### src/rtl/core/gmnm_pkg.sv
// shared types and constants for the gated nearest-match block
package gmnm_pkg;

    localparam int MAX_LANDMARKS = 64;
    localparam int IDX_W         = (MAX_LANDMARKS > 1) ? $clog2(MAX_LANDMARKS) : 1;
    localparam int COUNT_FIELD_W = 7;
    localparam int CNT_W_RAW     = $clog2(MAX_LANDMARKS + 1);
    localparam int CNT_W         = (CNT_W_RAW > COUNT_FIELD_W) ? CNT_W_RAW : COUNT_FIELD_W;
    localparam int SLOT_W        = 6;
    localparam int POS_W         = 32;
    localparam int DIST_W        = 64;
    localparam int ACC_W         = 100;
    localparam int CFG_IDX_W     = 2;
    localparam int QUEUE_DEPTH   = 4;
    localparam int QPTR_W        = 2;
    localparam int QCNT_W        = 3;

    localparam logic [CFG_IDX_W-1:0] CFG_GATE  = 2'd0;
    localparam logic [CFG_IDX_W-1:0] CFG_COUNT = 2'd1;

    localparam logic [31:0] GATE_RESET = 32'd19661;

    localparam logic signed [DIST_W-1:0] DIST_MAX = {1'b0, {(DIST_W-1){1'b1}}};
    localparam logic signed [DIST_W-1:0] DIST_MIN = {1'b1, {(DIST_W-1){1'b0}}};

    typedef enum logic {
        OP_LOAD  = 1'b0,
        OP_QUERY = 1'b1
    } op_t;

    typedef struct packed {
        logic signed [POS_W-1:0] px;
        logic signed [POS_W-1:0] py;
        logic signed [POS_W-1:0] wxx;
        logic signed [POS_W-1:0] wxy;
        logic signed [POS_W-1:0] wyx;
        logic signed [POS_W-1:0] wyy;
    } landmark_t;

    typedef struct packed {
        op_t              op;
        logic [IDX_W-1:0] slot;
        landmark_t        data;
        logic             last;
    } cmd_t;

    typedef struct packed {
        logic empty;
        logic full;
    } q_status_t;

    typedef enum logic [1:0] {
        BK_IDLE,
        BK_SCAN,
        BK_OUT
    } back_state_t;

endpackage

### src/rtl/core/gmnm_queue.sv
// short command queue between front and back end
module gmnm_queue (
    input  logic                clk,
    input  logic                rst_n,
    input  logic                push,
    input  gmnm_pkg::cmd_t      push_cmd,
    input  logic                pop,
    output gmnm_pkg::cmd_t      head_cmd,
    output gmnm_pkg::q_status_t status
);

    gmnm_pkg::cmd_t              entry_reg [gmnm_pkg::QUEUE_DEPTH];
    logic [gmnm_pkg::QPTR_W-1:0] wr_ptr_reg;
    logic [gmnm_pkg::QPTR_W-1:0] wr_ptr_next;
    logic [gmnm_pkg::QPTR_W-1:0] rd_ptr_reg;
    logic [gmnm_pkg::QPTR_W-1:0] rd_ptr_next;
    logic [gmnm_pkg::QCNT_W-1:0] count_reg;
    logic [gmnm_pkg::QCNT_W-1:0] count_next;
    logic                        do_push;
    logic                        do_pop;

    assign status.empty = (count_reg == '0);
    assign status.full  = (count_reg == gmnm_pkg::QCNT_W'(gmnm_pkg::QUEUE_DEPTH));
    assign do_push      = push && !status.full;
    assign do_pop       = pop && !status.empty;
    assign head_cmd     = entry_reg[rd_ptr_reg];

    // pointer and fill count update
    always_comb
    begin
        wr_ptr_next = do_push ? wr_ptr_reg + 1'b1 : wr_ptr_reg;
        rd_ptr_next = do_pop ? rd_ptr_reg + 1'b1 : rd_ptr_reg;
        count_next  = count_reg;
        if (do_push && !do_pop)
        begin
            count_next = count_reg + 1'b1;
        end
        else if (do_pop && !do_push)
        begin
            count_next = count_reg - 1'b1;
        end
    end

    always_ff @(posedge clk or negedge rst_n)
    begin
        if (!rst_n)
        begin
            wr_ptr_reg <= '0;
            rd_ptr_reg <= '0;
            count_reg  <= '0;
        end
        else
        begin
            wr_ptr_reg <= wr_ptr_next;
            rd_ptr_reg <= rd_ptr_next;
            count_reg  <= count_next;
        end
    end

    // entry storage
    always_ff @(posedge clk)
    begin
        if (do_push)
        begin
            entry_reg[wr_ptr_reg] <= push_cmd;
        end
    end

endmodule

### config.mk
export PLATFORM = sky130hd
export DESIGN_NAME = gmnm_queue
export DESIGN_NICKNAME = d
export VERILOG_FILES = /design/src/rtl/core/gmnm_pkg.sv /design/src/rtl/core/gmnm_queue.sv
export SDC_FILE = /design/constraint.sdc
export NUM_CORES = 1
export LEC_CHECK = 0
export BUFFER_PORTS_ARGS = -buffer_cell sky130_fd_sc_hd__buf_2
export CAP_MARGIN = 20
export CORE_ASPECT_RATIO = 1.1
export CORE_MARGIN = 8
export CORE_UTILIZATION = 58
export DETAILED_ROUTE_END_ITERATION = 12
export PLACE_DENSITY = 0.85
export SLEW_MARGIN = 30
export SYNTH_ARGS = -nofsm -noshare
export SYNTH_HDL_FRONTEND = slang
export SYNTH_SLANG_ARGS = --single-unit
### constraint.sdc
create_clock -name clk -period 15.2 [get_ports clk]
set_clock_uncertainty 0.2 [all_clocks]
set_input_delay 2.28 -clock clk [delete_from_list [all_inputs] [get_ports clk]]
set_output_delay 2.28 -clock clk [all_outputs]
set_load 0.005 [all_outputs]
======== Word level (Yosys, flattened, before mapping) ========
Memory sizes are Yosys's and may differ from the RTL's.
Index checks and enable logic that the tools add are counted.
W data, S select, Z words.
word-level totals
  register bits ........................... 7
  memory bits (writable) .................. 800
  bits of input ports ..................... 204
  output and inout bits ................... 202
  word-level logic and storage cells ...... 23
  memories kept ........................... 1
memories
  name       depth  width  rd ports  clocked after Yosys merged registers in  write ports  line              text
  entry_reg  4      200    1         0                                        1            gmnm_queue.sv:12  gmnm_pkg::cmd_t entry_reg [gmnm_pkg::QUEUE_DEPTH];
operators by class
  add/subtract/negate cells ............... 4
  eq/ne operators ......................... 1
  multiplexer cells ....................... 4
  reduce and logical (&&, ||, !) cells .... 10
operators with widths
  operator               number
  $mux W3                2
  $add A2 B1 Y2 const B  2
  $logic_and A1 B1 Y1    4
  $logic_not A1 Y1       4
  $add A3 B1 Y3 const B  1
  $eq A3 B3 Y1 const B   1
  $logic_not A3 Y1       1
  $sub A3 B1 Y3 const B  1
  $mux W1                2
  $reduce_bool A2 Y1     1

======== Depth between registers and ports, before layout ========
Gate-level depths: netlist of the first run.
  depth after elaboration ................. 7
  gate-level depth with buffers ........... 9
  mapped depth without buffers ............ 8

======== Worst setup path before layout of the first run ========
OpenSTA, ideal clock, no wires.
  path type ............................... input to register
  start point ............................. in push
  end point ............................... mem entry_reg[0][0] in the netlist's numbering (enable)
  library setup time ...................... 0.585 ns
  data arrival time ....................... 7.115 ns
  data required time ...................... 14.415 ns
  slack ................................... 7.300 ns
  cell stages on the path ................. 3
  path buffers ............................ 1
  cells stage by stage .................... nor2b_1 > buf_2 > and2_1
between the ends
  cells in the longest elaborated chain, start to end .. 3
RTL lines
  element                        line              text
  start, declared                gmnm_queue.sv:5   input logic push,
  $logic_and A1 B1 Y1            gmnm_queue.sv:24  assign do_push = push && !status.full;
  named net do_push              gmnm_queue.sv:19  logic do_push;
  $mux W1                        gmnm_queue.sv:63  if (do_push)
  $mux W1 (implied by the code)  gmnm_queue.sv:65  entry_reg[wr_ptr_reg] <= push_cmd;
  end, declared                  gmnm_queue.sv:12
The timed path passes the listed nets, and every way through them passes these cells.

==> run metrics, run 1 <==
# Max-Cap Violations 0; syn avg cell area between 20 and 30 um^2; Pwr per Cell Area roughly 200 nW/um^2; fin crit share a little under half; Max Used Layer met5; post-DR wirelength/cell approximately 27 um; crit path DAT 4.61 ns; Resize count post-CTS 0; Syn. warnings 0; design area between 30,000 and 40,000 um^2; CP delay by family, top buffers and inverters; grt ovf 0; Bufs on Longest Clock Path 3; max_slew headroom a little over a third; Worst setup EP type output port; met2 WL about 32 mm; Vias roughly 13,000; DP Area between 30,000 and 40,000 um^2; CTS Buf Count 77; Synth area leader edfxtp_1; row cnt 86; number of I/O pins 406; WL final 62.1 mm; critical path class reg2out; top cells by area, synth edfxtp_1 82%, mux4_2 15%, buf_12 0.75%; pins over their slew limit 0; wl on met1 around 22 mm; initial drt markers roughly 1,200; worst setup margin a little over 8 ns; Area growth syn-to-layout 17.6%; Worst path max stage delay between 0.9 and 1 ns; syn_nets 1,291; Crit-path slowest cell dfrtp_4; CP dominant cell by count buf_4; sequential fraction of the synthesis area 82.3%; crit-path cells buf_6, buf_4, buf_4, mux4_2, buf_2; # H-tree levels 3; post-route minimum period a little over 7 ns; CP Launch Type flip-flop; Routed Antenna Nets 0; flip-flop count of the largest register after layout 800; Worst Tran Pin Value 0.977 ns; Worst Hold Class reg2reg; fmax between 0.1 and 0.15 GHz; CP Buf/Inv Count 4; total power draw 6790 uW; Detail Placement HPWL roughly 39 mm; final setup violation count 0; initial core utilization between 50% and 60%; register clock-pin slew on the reported worst setup and hold paths 0.06 ns; Hold-fix buffers, CTS 0; setup TNS 0 ns; Root Driver clkbuf_16; crit path max fanout 48; Core ar. between 50,000 and 60,000 um^2; IO buf count roughly 400; Setup WS pre-CTS 8.26 ns; Lkg Pwr roughly 0.012 uW; GRT Total Usage between 20% and 30%; largest net degree at the start of global routing 74; DRT Pass-1 Iters 5; Post-Syn Area a little under 30,000 um^2; met3 WL around 5.6 mm; vias in the first global route between 10,000 and 15,000; Num Clock Sinks approximately 800; nets@finish around 1,800; synth unique cells 21; first-pass GRT wire length 91.1 mm; layout cell share with drive strength beyond 1 approximately 47%; status finished clean; FF+latch count, synth roughly 810; drt drc 0; Syn Inst Count about 1,100; Hold Vio Cnt, Final 0; total die area approximately 58,000 um^2; Clock Latency Late Sink about 0.6 ns; Via density 5.88; GP Congestion around 0.78; Peak VDD IR between 100 and 150 uV; post-CTS setup buffers 0; initial antenna violation count 15; die width ~230 um; CTS tree yes; Worst EP required around 13 ns; Die H between 200 and 300 um; Yosys top cell area share between 80% and 90%; RSZ-0062 raised after global routing false
-- layout by cell type, fill, tap and decap left out, drive strengths merged, types with 5 or more instances in the layout --
master    n
ha        5
buf     427
inv       6
dfrtp     7
mux4    200
edfxtp  800
diode    10
clkbuf   93
clkinv   37
bufinv    7
-- report_power, final --
| part | switching (uW) | internal [uW] | leakage (uW) |
|---|---|---|---|
| Clock | 782 | 1090 | 0.00124 |
| Sequential | 149 | 2940 | 0.00741 |
| Combinational | 959 | 864 | 0.00313 |
| Total | 1890 | 4900 | 0.0118 |
-- final timing paths --
check	slack [ns]	from	end	cells after the start
max in group asynchronous	13.27	rst_n	rd_ptr_reg[0]	1
min	0.30	count_reg[2]	count_reg[2]	1
min reg2reg	0.30	count_reg[2]	count_reg[2]	1
min in group asynchronous	1.32	rst_n	rd_ptr_reg[1]	1
max reg2reg	11.39	count_reg[2]	entry_reg[0][169]	5
max	8.11	rd_ptr_reg[0]	head_cmd[142]	5
-- metrics by stage --
stage / hold slack, ns / utilization, % / std cells
after floorplan: 0.247 / - / 1081
after global placement: 0.265 / 63.8 / 2118
after detailed placement: 0.285 / 63.9 / 2120
after CTS: 0.303 / 68.9 / 2261
after global routing: 0.319 / 69.1 / 2267
final: 0.301 / 69.1 / 2273
-- cells by family after synthesis --
| kind of cell | after synthesis | synth area share, % |
|---|---|---|
| flip-flops | 807 | 82.3 |
| XOR/XNOR | 6 | 0.179 |
| buffers and inverters | 50 | 1.61 |
| AND/OR/NAND/NOR | 10 | 0.196 |
| multiplexers | 202 | 15.4 |
| adder cells (fa/ha/maj) | 6 | 0.281 |
-- cell usage after synthesis (all sizes together) --
cell type,count
clkbuf,3
ha,5
nand3,1
mux2,2
dfrtp,7
nor3b,1
xnor2,4
nand2,1
mux4,200
buf,43
or3,1
fa,1
nor2b,1
xor2,2
nor2,1
edfxtp,800
inv,4
and2,4
-- routing by layer --
layer	vias to the layer above	track usage, %
li1	5648	-
met2	626	35.7
met4	14	7.64
met1	6977	26.2
met3	100	6.15
met5	-	0
-- final cells by class --
class	instances	area [um^2]
inverter	4	15.0
timing repair buffer	427	2260
antenna	10	25.0
clock inverter	48	437
sequential	807	24200
tap	660	826
multi-input combinational	224	4730
fill	2862	15500
clock buffer	93	2070
Note: power is estimated with default switching activity, not from simulation.
==> run 2: changes to the inputs <==
CORE_UTILIZATION = 51   (was 58)
PLACE_DENSITY = 0.8   (was 0.85)
clock period = 5.9 ns   (was 15.2 ns; I/O delays follow)
==> run 2 against run 1 <==
Against the previous run: worst hold slack worse by 0.0090 ns; final area is 0.76% higher; critical endpoint is now head_cmd[163]; combinational power grew to 2.6 times the previous value; highest routed layer unchanged.
==> run metrics, run 2 (synthesis gave the netlist of run 1 again) <==
max_slew headroom 38.2% (was 34.8%); CP delay by family, top flip-flops (was buffers and inverters); number of I/O pins 406 (unchanged); CTS Buf Count 79 (was 77); Area growth syn-to-layout 18.5% (was 17.6%); DRT Pass-1 Iters 5 (unchanged); Detail Placement HPWL 38.9 mm (was 38.5 mm); Die H 268 um (was 252 um); largest net degree at the start of global routing 71 (was 74); Vias 13,400 (about the same); GRT Total Usage 18.5% (was 21.2%); Hold Vio Cnt, Final 0 (unchanged); FF-to-FF Start count_reg[2] (unchanged); register clock-pin slew on the reported worst setup and hold paths 0.06 ns (about the same); Num Clock Sinks 807 (unchanged); CP Launch Type flip-flop (unchanged); post-route minimum period ~4 ns; Via density 5.62 (was 5.88); status finished clean (unchanged); crit path max fanout 67 (was 48); layout cell share with drive strength beyond 1 46.5% (was 46.8%); register area 24,200 um^2 (unchanged); drt drc 0 (unchanged); Clock Latency Late Sink 0.59 ns (was 0.60 ns); grt ovf 0 (unchanged); Fill cells 3,893 (was 2,862); Core ar. 57,100 um^2 (was 50,000 um^2); initial antenna violation count 23 (was 15); Routed Antenna Nets 0 (unchanged); GP Congestion 0.750 (was 0.776); IO buf count 405 (unchanged); commonest non-fill, non-tap cell in the layout edfxtp_1 (unchanged); RSZ-0062 raised after global routing false (unchanged); final setup violation count 0 (unchanged); crit path DAT 2.87 ns (was 4.61 ns); commonest non-fill, non-tap cells in the layout 800 x edfxtp_1, 405 x buf_2, 200 x mux4_2 (unchanged); initial core utilization 51.5% (was 58.7%); crit-path cells buf_12, mux4_2, buf_2 (was buf_6, buf_4, buf_4, mux4_2, buf_2); Worst Setup SP rd_ptr_reg[0] (unchanged); Worst Hold Class in2reg (was reg2reg); Setup WS pre-CTS 2.43 ns (was 8.26 ns); total die area 65,600 um^2 (was 58,100 um^2); CTS tree yes (unchanged); Peak VDD IR 338 uV (was 133 uV); nets@finish 1,760 (was 1,751); post-DR wirelength/cell 25.9 um (was 27.3 um); WL final 61.8 mm (was 62.1 mm); # H-tree levels 3 (unchanged); worst setup margin 1.94 ns (was 8.11 ns); Resize count post-CTS 0 (unchanged); Root Driver clkbuf_16 (unchanged); fmax 0.253 GHz; die width 245 um (was 231 um); critical hold path startpoint push_cmd[107] (was count_reg[2]); # Max-Cap Violations 0 (unchanged); fin crit share around two thirds; CP Buf/Inv Count 2 (was 4); flip-flop count of the largest register after layout 800 (unchanged); Crit-path slowest cell dfrtp_4 (unchanged); row cnt 92 (was 86); Worst setup EP type output port (unchanged); area of the multi-input gates 4730 um^2 (unchanged); Worst Tran Pin Value 0.927 ns (was 0.977 ns); pins over their slew limit 0 (unchanged); Pwr per Cell Area 501 nW/um^2 (was 196 nW/um^2); Worst path max stage delay 0.94 ns (was 0.91 ns); Worst EP required 4.82 ns (was 12.72 ns); first-pass GRT wire length 90.7 mm (was 91.1 mm); setup TNS 0 ns (unchanged); critical path class reg2out (unchanged); Lkg Pwr 0.0118 uW (about the same); vias in the first global route 14,400 (was 14,200); Bufs on Longest Clock Path 3 (unchanged); initial drt markers 1,059 (was 1,210)
run 2: changes by cell type in the layout (fill, tap and decap cells not counted), sizes merged, moves of 2 or more:
cell and change:
bufinv -2, clkinv -5, buf +6, clkbuf +4
inv +3, diode +13
run 2: timing repair:
item | 4_1_cts | 5_1_grt
endpoints found under the hold margin | 7 | 0
hold buffers | 1 | 0
setup buffers | 0 | 0
run 2: power breakdown:
group          switching [uW]  internal (uW)  total (uW)  leakage, uW
combinational            2470           2300        4760      0.00320
clock                    2030           2720        4750      0.00119
sequential                387           7570        7950      0.00741
run 2: path summary, 6_finish.rpt:
path | slack [ns] | depth (start not counted) | end
worst max-delay path | 1.94 | 3 | head_cmd[163]
worst min-delay path | 0.29 | 1 | entry_reg[1][107]
worst max register to register | 3.13 | 5 | entry_reg[1][75]
worst min register to register | 0.30 | 1 | count_reg[2]
max in group asynchronous | 4.79 | 2 | rd_ptr_reg[0]
min in group asynchronous | 0.52 | 2 | rd_ptr_reg[1]
run 2: area by class of cell:
class	count	share of cell area (%)
sequential	807	69.5
multi-input combinational	224	13.6
antenna	23	0.165
tap	752	2.70
clock inverter	45	1.07
clock buffer	97	5.93
inverter	4	0.0431
timing repair buffer	434	7.03
run 2: through the flow:
step / total power, uW / cell area [um^2] / hold WS [ns] / utilization (%) / instances
finish: 17500 / 34800 / 0.292 / 61.0 / 2386
global route: 18200 / 34800 / 0.259 / 61.0 / 2378
CTS: 17700 / 34800 / 0.236 / 60.9 / 2363
detailed placement: 12900 / 32300 / 0.273 / 56.6 / 2220
global placement: 12800 / 32300 / 0.263 / 56.5 / 2217
floorplan: 11000 / 29400 / 0.247 / - / 1081
run 2: per-layer routing:
| metal | global-route usage [%] | vias up | share of wire (%) |
|---|---|---|---|
| li1 | - | 5671 | - |
| met1 | 23.1 | 7106 | 37 |
| met2 | 30.6 | 518 | 52 |
| met3 | 5.12 | 107 | 8.0 |
| met4 | 7.60 | 8 | 2.6 |
| met5 | 0 | - | 0.084 |
