### config.mk
export PLATFORM = sky130hd
export DESIGN_NAME = gmnm_front
export DESIGN_NICKNAME = d
export VERILOG_FILES = /design/src/rtl/core/gmnm_pkg.sv /design/src/rtl/core/gmnm_front.sv
export SDC_FILE = /design/constraint.sdc
export NUM_CORES = 1
export LEC_CHECK = 0
export BUFFER_PORTS_ARGS = -buffer_cell sky130_fd_sc_hd__buf_2
export CORE_AREA = 2 2 157 159
export CTS_CLUSTER_SIZE = 16
export DETAILED_ROUTE_END_ITERATION = 12
export DIE_AREA = 0 0 159 161
export PLACE_DENSITY = 0.63
export REMOVE_ABC_BUFFERS = 1
export SLEW_MARGIN = 30
export SYNTH_ARGS = -nofsm -noshare
export SYNTH_HDL_FRONTEND = slang
export SYNTH_SLANG_ARGS = --single-unit
### constraint.sdc
create_clock -name clk -period 41 [get_ports clk]
set_input_delay 6.15 -clock clk [delete_from_list [all_inputs] [get_ports clk]]
set_output_delay 6.15 -clock clk [all_outputs]
set_load 0.005 [all_outputs]
### src/rtl/core/gmnm_pkg.sv
// shared types and constants for the gated nearest-match block
package gmnm_pkg;

    localparam int MAX_LANDMARKS = 64;
    localparam int IDX_W         = (MAX_LANDMARKS > 1) ? $clog2(MAX_LANDMARKS) : 1;
    localparam int COUNT_FIELD_W = 7;
    localparam int CNT_W_RAW     = $clog2(MAX_LANDMARKS + 1);
    localparam int CNT_W         = (CNT_W_RAW > COUNT_FIELD_W) ? CNT_W_RAW : COUNT_FIELD_W;
    localparam int SLOT_W        = 6;
    localparam int POS_W         = 32;
    localparam int DIST_W        = 64;
    localparam int ACC_W         = 100;
    localparam int CFG_IDX_W     = 2;
    localparam int QUEUE_DEPTH   = 4;
    localparam int QPTR_W        = 2;
    localparam int QCNT_W        = 3;

    localparam logic [CFG_IDX_W-1:0] CFG_GATE  = 2'd0;
    localparam logic [CFG_IDX_W-1:0] CFG_COUNT = 2'd1;

    localparam logic [31:0] GATE_RESET = 32'd19661;

    localparam logic signed [DIST_W-1:0] DIST_MAX = {1'b0, {(DIST_W-1){1'b1}}};
    localparam logic signed [DIST_W-1:0] DIST_MIN = {1'b1, {(DIST_W-1){1'b0}}};

    typedef enum logic {
        OP_LOAD  = 1'b0,
        OP_QUERY = 1'b1
    } op_t;

    typedef struct packed {
        logic signed [POS_W-1:0] px;
        logic signed [POS_W-1:0] py;
        logic signed [POS_W-1:0] wxx;
        logic signed [POS_W-1:0] wxy;
        logic signed [POS_W-1:0] wyx;
        logic signed [POS_W-1:0] wyy;
    } landmark_t;

    typedef struct packed {
        op_t              op;
        logic [IDX_W-1:0] slot;
        landmark_t        data;
        logic             last;
    } cmd_t;

    typedef struct packed {
        logic empty;
        logic full;
    } q_status_t;

    typedef enum logic [1:0] {
        BK_IDLE,
        BK_SCAN,
        BK_OUT
    } back_state_t;

endpackage

### src/rtl/core/gmnm_front.sv
// front end: takes input items, classifies them and hands commands to the queue
module gmnm_front (
    input  logic                              clk,
    input  logic                              rst_n,
    input  logic                              in_valid,
    output logic                              in_stall,
    input  logic                              operation,
    input  logic [gmnm_pkg::SLOT_W-1:0]       entry_index,
    input  logic signed [gmnm_pkg::POS_W-1:0] pos_x,
    input  logic signed [gmnm_pkg::POS_W-1:0] pos_y,
    input  logic signed [gmnm_pkg::POS_W-1:0] mat_xx,
    input  logic signed [gmnm_pkg::POS_W-1:0] mat_xy,
    input  logic signed [gmnm_pkg::POS_W-1:0] mat_yx,
    input  logic signed [gmnm_pkg::POS_W-1:0] mat_yy,
    input  logic                              last_observation,
    input  gmnm_pkg::q_status_t               q_status,
    output logic                              push,
    output gmnm_pkg::cmd_t                    push_cmd
);

    logic           cmd_valid_reg;
    logic           cmd_valid_next;
    gmnm_pkg::cmd_t cmd_reg;
    gmnm_pkg::cmd_t cmd_next;
    logic           accept;
    logic           slot_ok;
    logic           keep;

    // loads aimed beyond the table are dropped here
    assign slot_ok = (gmnm_pkg::CNT_W'(entry_index) < gmnm_pkg::CNT_W'(gmnm_pkg::MAX_LANDMARKS));
    assign keep    = (gmnm_pkg::op_t'(operation) == gmnm_pkg::OP_QUERY) || slot_ok;

    assign in_stall = cmd_valid_reg && q_status.full;
    assign accept   = in_valid && !in_stall;
    assign push     = cmd_valid_reg && !q_status.full;
    assign push_cmd = cmd_reg;

    // build the command word
    always_comb
    begin
        cmd_next.op       = gmnm_pkg::op_t'(operation);
        cmd_next.slot     = gmnm_pkg::IDX_W'(entry_index);
        cmd_next.data.px  = pos_x;
        cmd_next.data.py  = pos_y;
        cmd_next.data.wxx = mat_xx;
        cmd_next.data.wxy = mat_xy;
        cmd_next.data.wyx = mat_yx;
        cmd_next.data.wyy = mat_yy;
        cmd_next.last     = last_observation;
    end

    // holding stage valid
    always_comb
    begin
        if (accept && keep)
        begin
            cmd_valid_next = 1'b1;
        end
        else if (push)
        begin
            cmd_valid_next = 1'b0;
        end
        else
        begin
            cmd_valid_next = cmd_valid_reg;
        end
    end

    always_ff @(posedge clk or negedge rst_n)
    begin
        if (!rst_n)
        begin
            cmd_valid_reg <= 1'b0;
        end
        else
        begin
            cmd_valid_reg <= cmd_valid_next;
        end
    end

    // holding stage payload
    always_ff @(posedge clk)
    begin
        if (accept && keep)
        begin
            cmd_reg <= cmd_next;
        end
    end

endmodule

# ---- Yosys cells after proc, flatten, opt, wreduce, memory -nomap -nowiden
# Cells that the tools add are included.
dict set report word_totals {
  out_inout_bits 202
  elab_cells 18
  regBits 201
}
dict set report op_classes {
  n_mux 2
  reduce_logical 6
}
# op count
set op_table {}
lappend op_table {{$logic_and A1 B1 Y1} 3}
lappend op_table {{$logic_not A1 Y1} 2}
lappend op_table {{$mux W1} 2}
lappend op_table {{$reduce_bool A2 Y1} 1}

# ---- Logic depth before layout (Yosys ltp)
# Gate-level depths: netlist of the first run.
dict set report logic_depth {
  word_depth 4
  mapped_depth 1
  mapped_depth_nobuf 1
}

# ---- Worst setup path before layout of the first run
# No wires, ideal clock.
dict set report synth_path {
  path_kind {input-to-reg}
  start {in q_status[0] in the netlist's numbering}
  end {reg cmd_reg, in the netlist push_cmd[0] (enable)}
  path_slack_ns 19.372
  arrival_ns 20.559
  setup_ns 1.069
  path_stages 1
  path_cell_list {a21boi_0}
}
dict set report synth_between {
  elab_chain_cells 3
}
# item line_no
set synth_lines {}
lappend synth_lines {{start: declaration} gmnm_front.sv:16} ;# input gmnm_pkg::q_status_t q_status,
lappend synth_lines {{$logic_and A1 B1 Y1} gmnm_front.sv:33} ;# assign in_stall = cmd_valid_reg && q_status.full;
lappend synth_lines {{$logic_not A1 Y1} gmnm_front.sv:34} ;# assign accept = in_valid && !in_stall;
lappend synth_lines {{$logic_and A1 B1 Y1} gmnm_front.sv:34}
lappend synth_lines {{end signal: assignment} gmnm_front.sv:86} ;# cmd_reg <= cmd_next;
lappend synth_lines {{end: declaration} gmnm_front.sv:23} ;# gmnm_pkg::cmd_t cmd_reg;
# No other way between the ends.
# A chain may end at the register's enable or synchronous reset.

# ---- Final worst setup path of the first run
dict set report layout_path {
  start {in q_status[0] in the netlist's numbering}
  end {out push}
}
dict set report layout_between {
  elab_chain_cells 2
}
# item line_no
set layout_lines {}
lappend layout_lines {{$logic_not A1 Y1} gmnm_front.sv:35} ;# assign push = cmd_valid_reg && !q_status.full;
lappend layout_lines {{$logic_and A1 B1 Y1} gmnm_front.sv:35}
lappend layout_lines {{end: declaration} gmnm_front.sv:17} ;# output logic push,
# No other way between the ends.

==> results of run 1 <==
worst paths after layout:
check,startpoint,end,slack (ps)
hold / removal,cmd_valid_reg,cmd_valid_reg,610
setup / recovery,q_status[0],push,28200
max in group asynchronous,rst_n,cmd_valid_reg,35480
setup reg to reg,cmd_valid_reg,push_cmd[193],38270
hold reg to reg,cmd_valid_reg,cmd_valid_reg,610
min in group asynchronous,rst_n,cmd_valid_reg,5430
layout by cell type (no fill, tap or decap):
| master | count |
|---|---|
| a21boi_4 | 1 |
| a21o_2 | 1 |
| and2_2 | 1 |
| and2b_2 | 1 |
| buf_2 | 405 |
| buf_4 | 2 |
| buf_6 | 1 |
| bufinv_16 | 2 |
| clkbuf_1 | 2 |
| clkbuf_16 | 23 |
| clkinv_1 | 7 |
| clkinv_2 | 3 |
| clkinv_4 | 1 |
| clkinvlp_4 | 2 |
| dfrtp_1 | 1 |
| diode_2 | 2 |
| edfxtp_1 | 200 |
power groups by stage:
stage	clock network [uW]	logic, uW	registers [uW]
floorplan	0	3.81	256
global placement	0	28.2	247
detailed placement	0	28.7	247
CTS	199	28.8	243
global route	205	30.7	244
finish	191	28.0	243
worst max-delay path, stage by stage:
cell and delay (ps):
buf_2 130, and2b_2 240, buf_2 130
through the flow:
step | setup WS (ps) | cell area (sq um) | utilization, %
after detailed placement | 28190 | 8530 | 35.6
after global routing | 28180 | 9250 | 38.6
after floorplan | 19370 | 6060 | -
after CTS | 28190 | 9240 | 38.5
after global placement | 28200 | 8530 | 35.6
final | 28200 | 9250 | 38.6
routing by layer:
layer	global-route usage, %	up-vias
met5	0	-
met4	4.63	2
met3	5.73	31
met2	20.5	238
met1	12.4	1723
li1	-	1710
cell families (layout without fill, tap and decap cells):
kind of cell	count (synthesis)	in the layout	share of synthesized area [%]
flip-flops	201	201	99.5
other	0	2	0
AND/OR/NAND/NOR	2	2	0.268
buffers and inverters	0	448	0
AO/OA/AOI/OAI	2	2	0.268
area by class of cell:
class                      count  area, sq um
antenna                        2         5.00
multi-input combinational      4         43.8
clock buffer                  25          583
clock inverter                15          125
tap                          324          405
timing repair buffer         408         2050
sequential                   201         6030
fill                        2321        14700
==> impl_metrics.csv, run 1 <==
group,metric,value,unit
logic_synthesis,yosys_warnings,0,
critical_path,path_class,"in -> out",
power,internal_power,368,uW
timing,setup_tns,0,ps
final_layout,nNetsFinal,843,
logic_synthesis,synthCells,205,
logic_synthesis,yosysTopAreaCellShare,99.1,%
power,seq_power_share,52.6,%
critical_path,cp_data_required_time,34850,ps
clocking,path_clk_slew,60,ps
timing,finalSetupViolCount,0,
timing,hold_viol,0,
floorplanning,die_area,25600,sq um
route,wl_met3,1.88,mm
global_route,grt_start_max_net_pins,83,
timing,tightest_slew,852,ps
logic_synthesis,synth_edf_count,200,
global_route,grt_pass1_wl,22.6,mm
timing,rsz0062_at_grt,"no",
critical_path,start_kind,"input port",
route,drt_first_pass_iters,4,
timing,period_share,31.2,%
global_route,grt_pass1_vias,3818,
floorplanning,fp.coreArea,24000,sq um
final_layout,drive_gt1_share,67.8,%
placed_design,port_buffers,405,
power,combPwrFrac,6.1,%
critical_path,r2r_cells,3,
global_route,grt-ovfl-total,0,
route,ant_nets,0,
route,drtIter0Drc,151,
clocking,ctsHoldBuffers,0,
placed_design,hpwl,12.6,mm
timing,holdWs,609,ps
logic_synthesis,synthArstFlopShare,0.498,%
clocking,cts_setup_buffers,0,
clocking,cts_tree,"done",
clocking,cts_buffers,23,
clocking,clkLatencyLatePin,500,ps
route,drc_errors,0,
timing,fin_worst_skew,18.4,ps
power,p_per_area,49.9,nW/um^2
route,highest_layer,"met5",
logic_synthesis,synth_area,6060,sq um
timing,maxSlewHeadroom,43.2,%
placed_design,dp_cells,937,
critical_path,path_max_fanout,4,
logic_synthesis,synthTopCellsByArea,"edfxtp_1 (99%), dfrtp_1 (0.41%), a21o_2 (0.14%), and2b_2 (0.14%), a21boi_0 (0.12%)",
logic_synthesis,yosysTopAreaCell,"edfxtp_1",
clocking,htreeDepth,1,
floorplanning,start_util,25.3,%
route,dr_wl_met2,8.20,mm
run_status,outcome,"completed",
timing,min_period,12800,ps
logic_synthesis,yosys.cell_types.count,6,
critical_path,end_kind,"output pin",
placed_design,gp_congestion,0.767,
global_route,antenna_found_initial,5,
power,switchingPower,93.4,uW
power,finalPower,462,uW
clocking,cts_buffer_depth,3,
floorplanning,io_pins,407,
hold_path,hold_class,"reg -> reg",
logic_synthesis,syn_avg_cell_area,29.6,sq um
logic_synthesis,ys_ff_latch,201,
hold_path,min_path_cells,1,
route,route.final.wire_length,16.2,mm
timing,slew_violations,0,
logic_synthesis,yosysMostFrequentCell,"edfxtp_1",
route,via_per_inst,3.78,
clocking,clockRootBuffer,"clkbuf_16",
route,vias,3704,
clocking,cts_resized,0,
final_layout,fin_cells,979,
logic_synthesis,ys_seq_area_share,99.5,%
clocking,numClockSinks,201,
logic_synthesis,ys.flop_type,"edfxtp_1",
power,p_clk_share,41.4,%
run,maxCapViolations,0,
route,met1_length,5.55,mm
power,peakVddDrop,0.0342,mV
power,p_sw_share,20.2,%
final_layout,area_growth,52.5,%
critical_path,arrival,6650,ps
route,wl_per_cell,16.5,microns
floorplanning,die_height,161,microns
floorplanning,rows,57,
timing,maxClockFrequency,78.1,MHz
final_layout,largest_reg_flops,200,
power,p_leak,0.00389,uW
floorplanning,die_width,159,microns
global_route,grt_use_total,11.8,%
Power figures use the tool's default switching activity.
==> run 2: changes to the inputs <==
--- a/config.mk
+++ b/config.mk
@@ -6,10 +6,10 @@
 export NUM_CORES = 1
 export LEC_CHECK = 0
 export BUFFER_PORTS_ARGS = -buffer_cell sky130_fd_sc_hd__buf_2
-export CORE_AREA = 2 2 157 159
+export CORE_AREA = 2 2 158 160
 export CTS_CLUSTER_SIZE = 16
 export DETAILED_ROUTE_END_ITERATION = 12
-export DIE_AREA = 0 0 159 161
+export DIE_AREA = 0 0 160 162
 export PLACE_DENSITY = 0.63
 export REMOVE_ABC_BUFFERS = 1
 export SLEW_MARGIN = 30
==> constraint.sdc (replaced) <==
create_clock -name clk -period 12.3 [get_ports clk]
set_input_delay 1.845 -clock clk [delete_from_list [all_inputs] [get_ports clk]]
set_output_delay 1.845 -clock clk [all_outputs]
set_load 0.005 [all_outputs]
==> impl_metrics.csv, run 2 (same netlist as run 1, synthesis figures left out) <==
group,metric,value,unit
run_status,outcome,"completed",
floorplanning,die_width,160,microns
placed_design,hpwl,11.5,mm
critical_path,path_common_cell,"buf_2",
critical_path,start_kind,"input port",
global_route,grt_pass1_wl,21.0,mm
clocking,cts_resized,0,
timing,tightest_slew,905,ps
placed_design,placed_area,8530,sq um
final_layout,drive_gt1_share,67.8,%
critical_path,cp_data_required_time,10450,ps
clocking,path_clk_slew,50,ps
route,drc_errors,0,
route,ant_nets,0,
floorplanning,rows,57,
clocking,numClockSinks,201,
clocking,htreeDepth,1,
floorplanning,fp.coreArea,24100,sq um
clocking,cts_buffer_depth,3,
run,maxCapViolations,0,
floorplanning,die_height,162,microns
route,drtIter0Drc,230,
route,via_per_inst,3.79,
timing,maxClockFrequency,240,MHz
global_route,grt_use_total,10.7,%
clocking,ctsHoldBuffers,0,
global_route,grt-ovfl-total,0,
critical_path,path_max_fanout,4,
timing,slew_violations,0,
floorplanning,die_area,25900,sq um
clocking,cts_buffers,22,
final_layout,nFillCells,2311,
route,drt_first_pass_iters,4,
critical_path,crit_family,"buffers and inverters",
critical_path,crit_chain,"buf_2 -> and2b_2 -> buf_2",
final_layout,layout_commonest_cell,"buf_2",
route,route.final.wire_length,15.0,mm
final_layout,area_growth,51.9,%
clocking,cts_tree,"done",
placed_design,gp_congestion,0.794,
global_route,grt_start_max_net_pins,74,
critical_path,arrival,2330,ps
clocking,clockRootBuffer,"clkbuf_16",
critical_path,path_class,"in -> out",
power,p_per_area,164,nW/um^2
critical_path,critPathBufInv,2,
power,p_leak,0.00388,uW
timing,finalSetupViolCount,0,
critical_path,cpMaxStageDelayCell,"and2b_2",
critical_path,end_kind,"output pin",
timing,fin_worst_skew,10.1,ps
final_layout,final_cell_mix,"buf_2 (405), edfxtp_1 (200), clkbuf_16 (23), clkinv_1 (6)",
route,vias,3701,
timing,min_period,4170,ps
timing,maxSlewHeadroom,39.7,%
global_route,antenna_found_initial,2,
timing,hold_viol,0,
final_layout,final_cell_area,9210,sq um
final_layout,nNetsFinal,842,
timing,period_share,33.9,%
timing,rsz0062_at_grt,"no",
clocking,clkLatencyLatePin,490,ps
power,peakVddDrop,0.110,mV
floorplanning,io_pins,407,
placed_design,port_buffers,405,
final_layout,final_core_utilization,38.2,%
final_layout,largest_reg_flops,200,
hold_path,hold_class,"reg -> reg",
global_route,grt_pass1_vias,3736,
floorplanning,start_util,25.2,%
route,wl_per_cell,15.3,microns
critical_path,critPathMaxStageDelay,230,ps
clocking,cts_setup_buffers,0,
## run 2: cell count changes in the layout (fill, tap and decap cells not counted), sizes merged
| cell | change |
|---|---|
| diode | -1 |
| clkinv | -1 |
| clkbuf | +1 |
| clkinvlp | -1 |
| inv | +1 |
| bufinv | -1 |
## run 2: path summary, 6_finish.rpt
check                         startpoint       endpoint  slack (ps)  cells past startpoint
max reg2reg                cmd_valid_reg  push_cmd[155]        9520                      3
min in group asynchronous          rst_n  cmd_valid_reg        1110                      1
max in group asynchronous          rst_n  cmd_valid_reg       11100                      1
max                          q_status[0]           push        8130                      3
min                        cmd_valid_reg  cmd_valid_reg         590                      1
min reg2reg                cmd_valid_reg  cmd_valid_reg         590                      1
## run 2: report_power, final
group,internal (uW),switching [uW],leakage [uW]
Combinational,45.9,45.9,0.00163
Sequential,800,8.87,0.00192
Clock,361,249,0.000331
## run 2: through the flow
step | std cells | setup slack, ps | hold WS, ps | setup TNS [ps] | total power, uW
global route | 976 | 8120 | 606 | 0 | 1570
finish | 977 | 8130 | 587 | 0 | 1510
floorplan | 205 | -5020 | 481 | -1004580 | 865
global placement | 937 | 7980 | 570 | 0 | 915
detailed placement | 937 | 7930 | 574 | 0 | 918
CTS | 976 | 8130 | 587 | 0 | 1540
## run 2: routing by layer
metal / up-vias / track usage (%) / wire [microns]
met3: 36 / 4.70 / 1730
met2: 254 / 18.7 / 7380
met5: - / 0 / 16
met4: 2 / 4.59 / 567
met1: 1704 / 11.3 / 5270
li1: 1705 / - / -
## run 2: cell type report
| type | instances | area, sq um | area share (%) |
|---|---|---|---|
| repair buffers | 408 | 2050 | 22.2 |
| clock buffers | 26 | 587 | 6.37 |
| flip-flops and latches | 201 | 6030 | 65.5 |
| well taps | 324 | 405 | 4.40 |
| diodes | 1 | 2.50 | 0.0272 |
| clock inverters | 13 | 92.6 | 1.01 |
| multi-input cells | 4 | 43.8 | 0.475 |
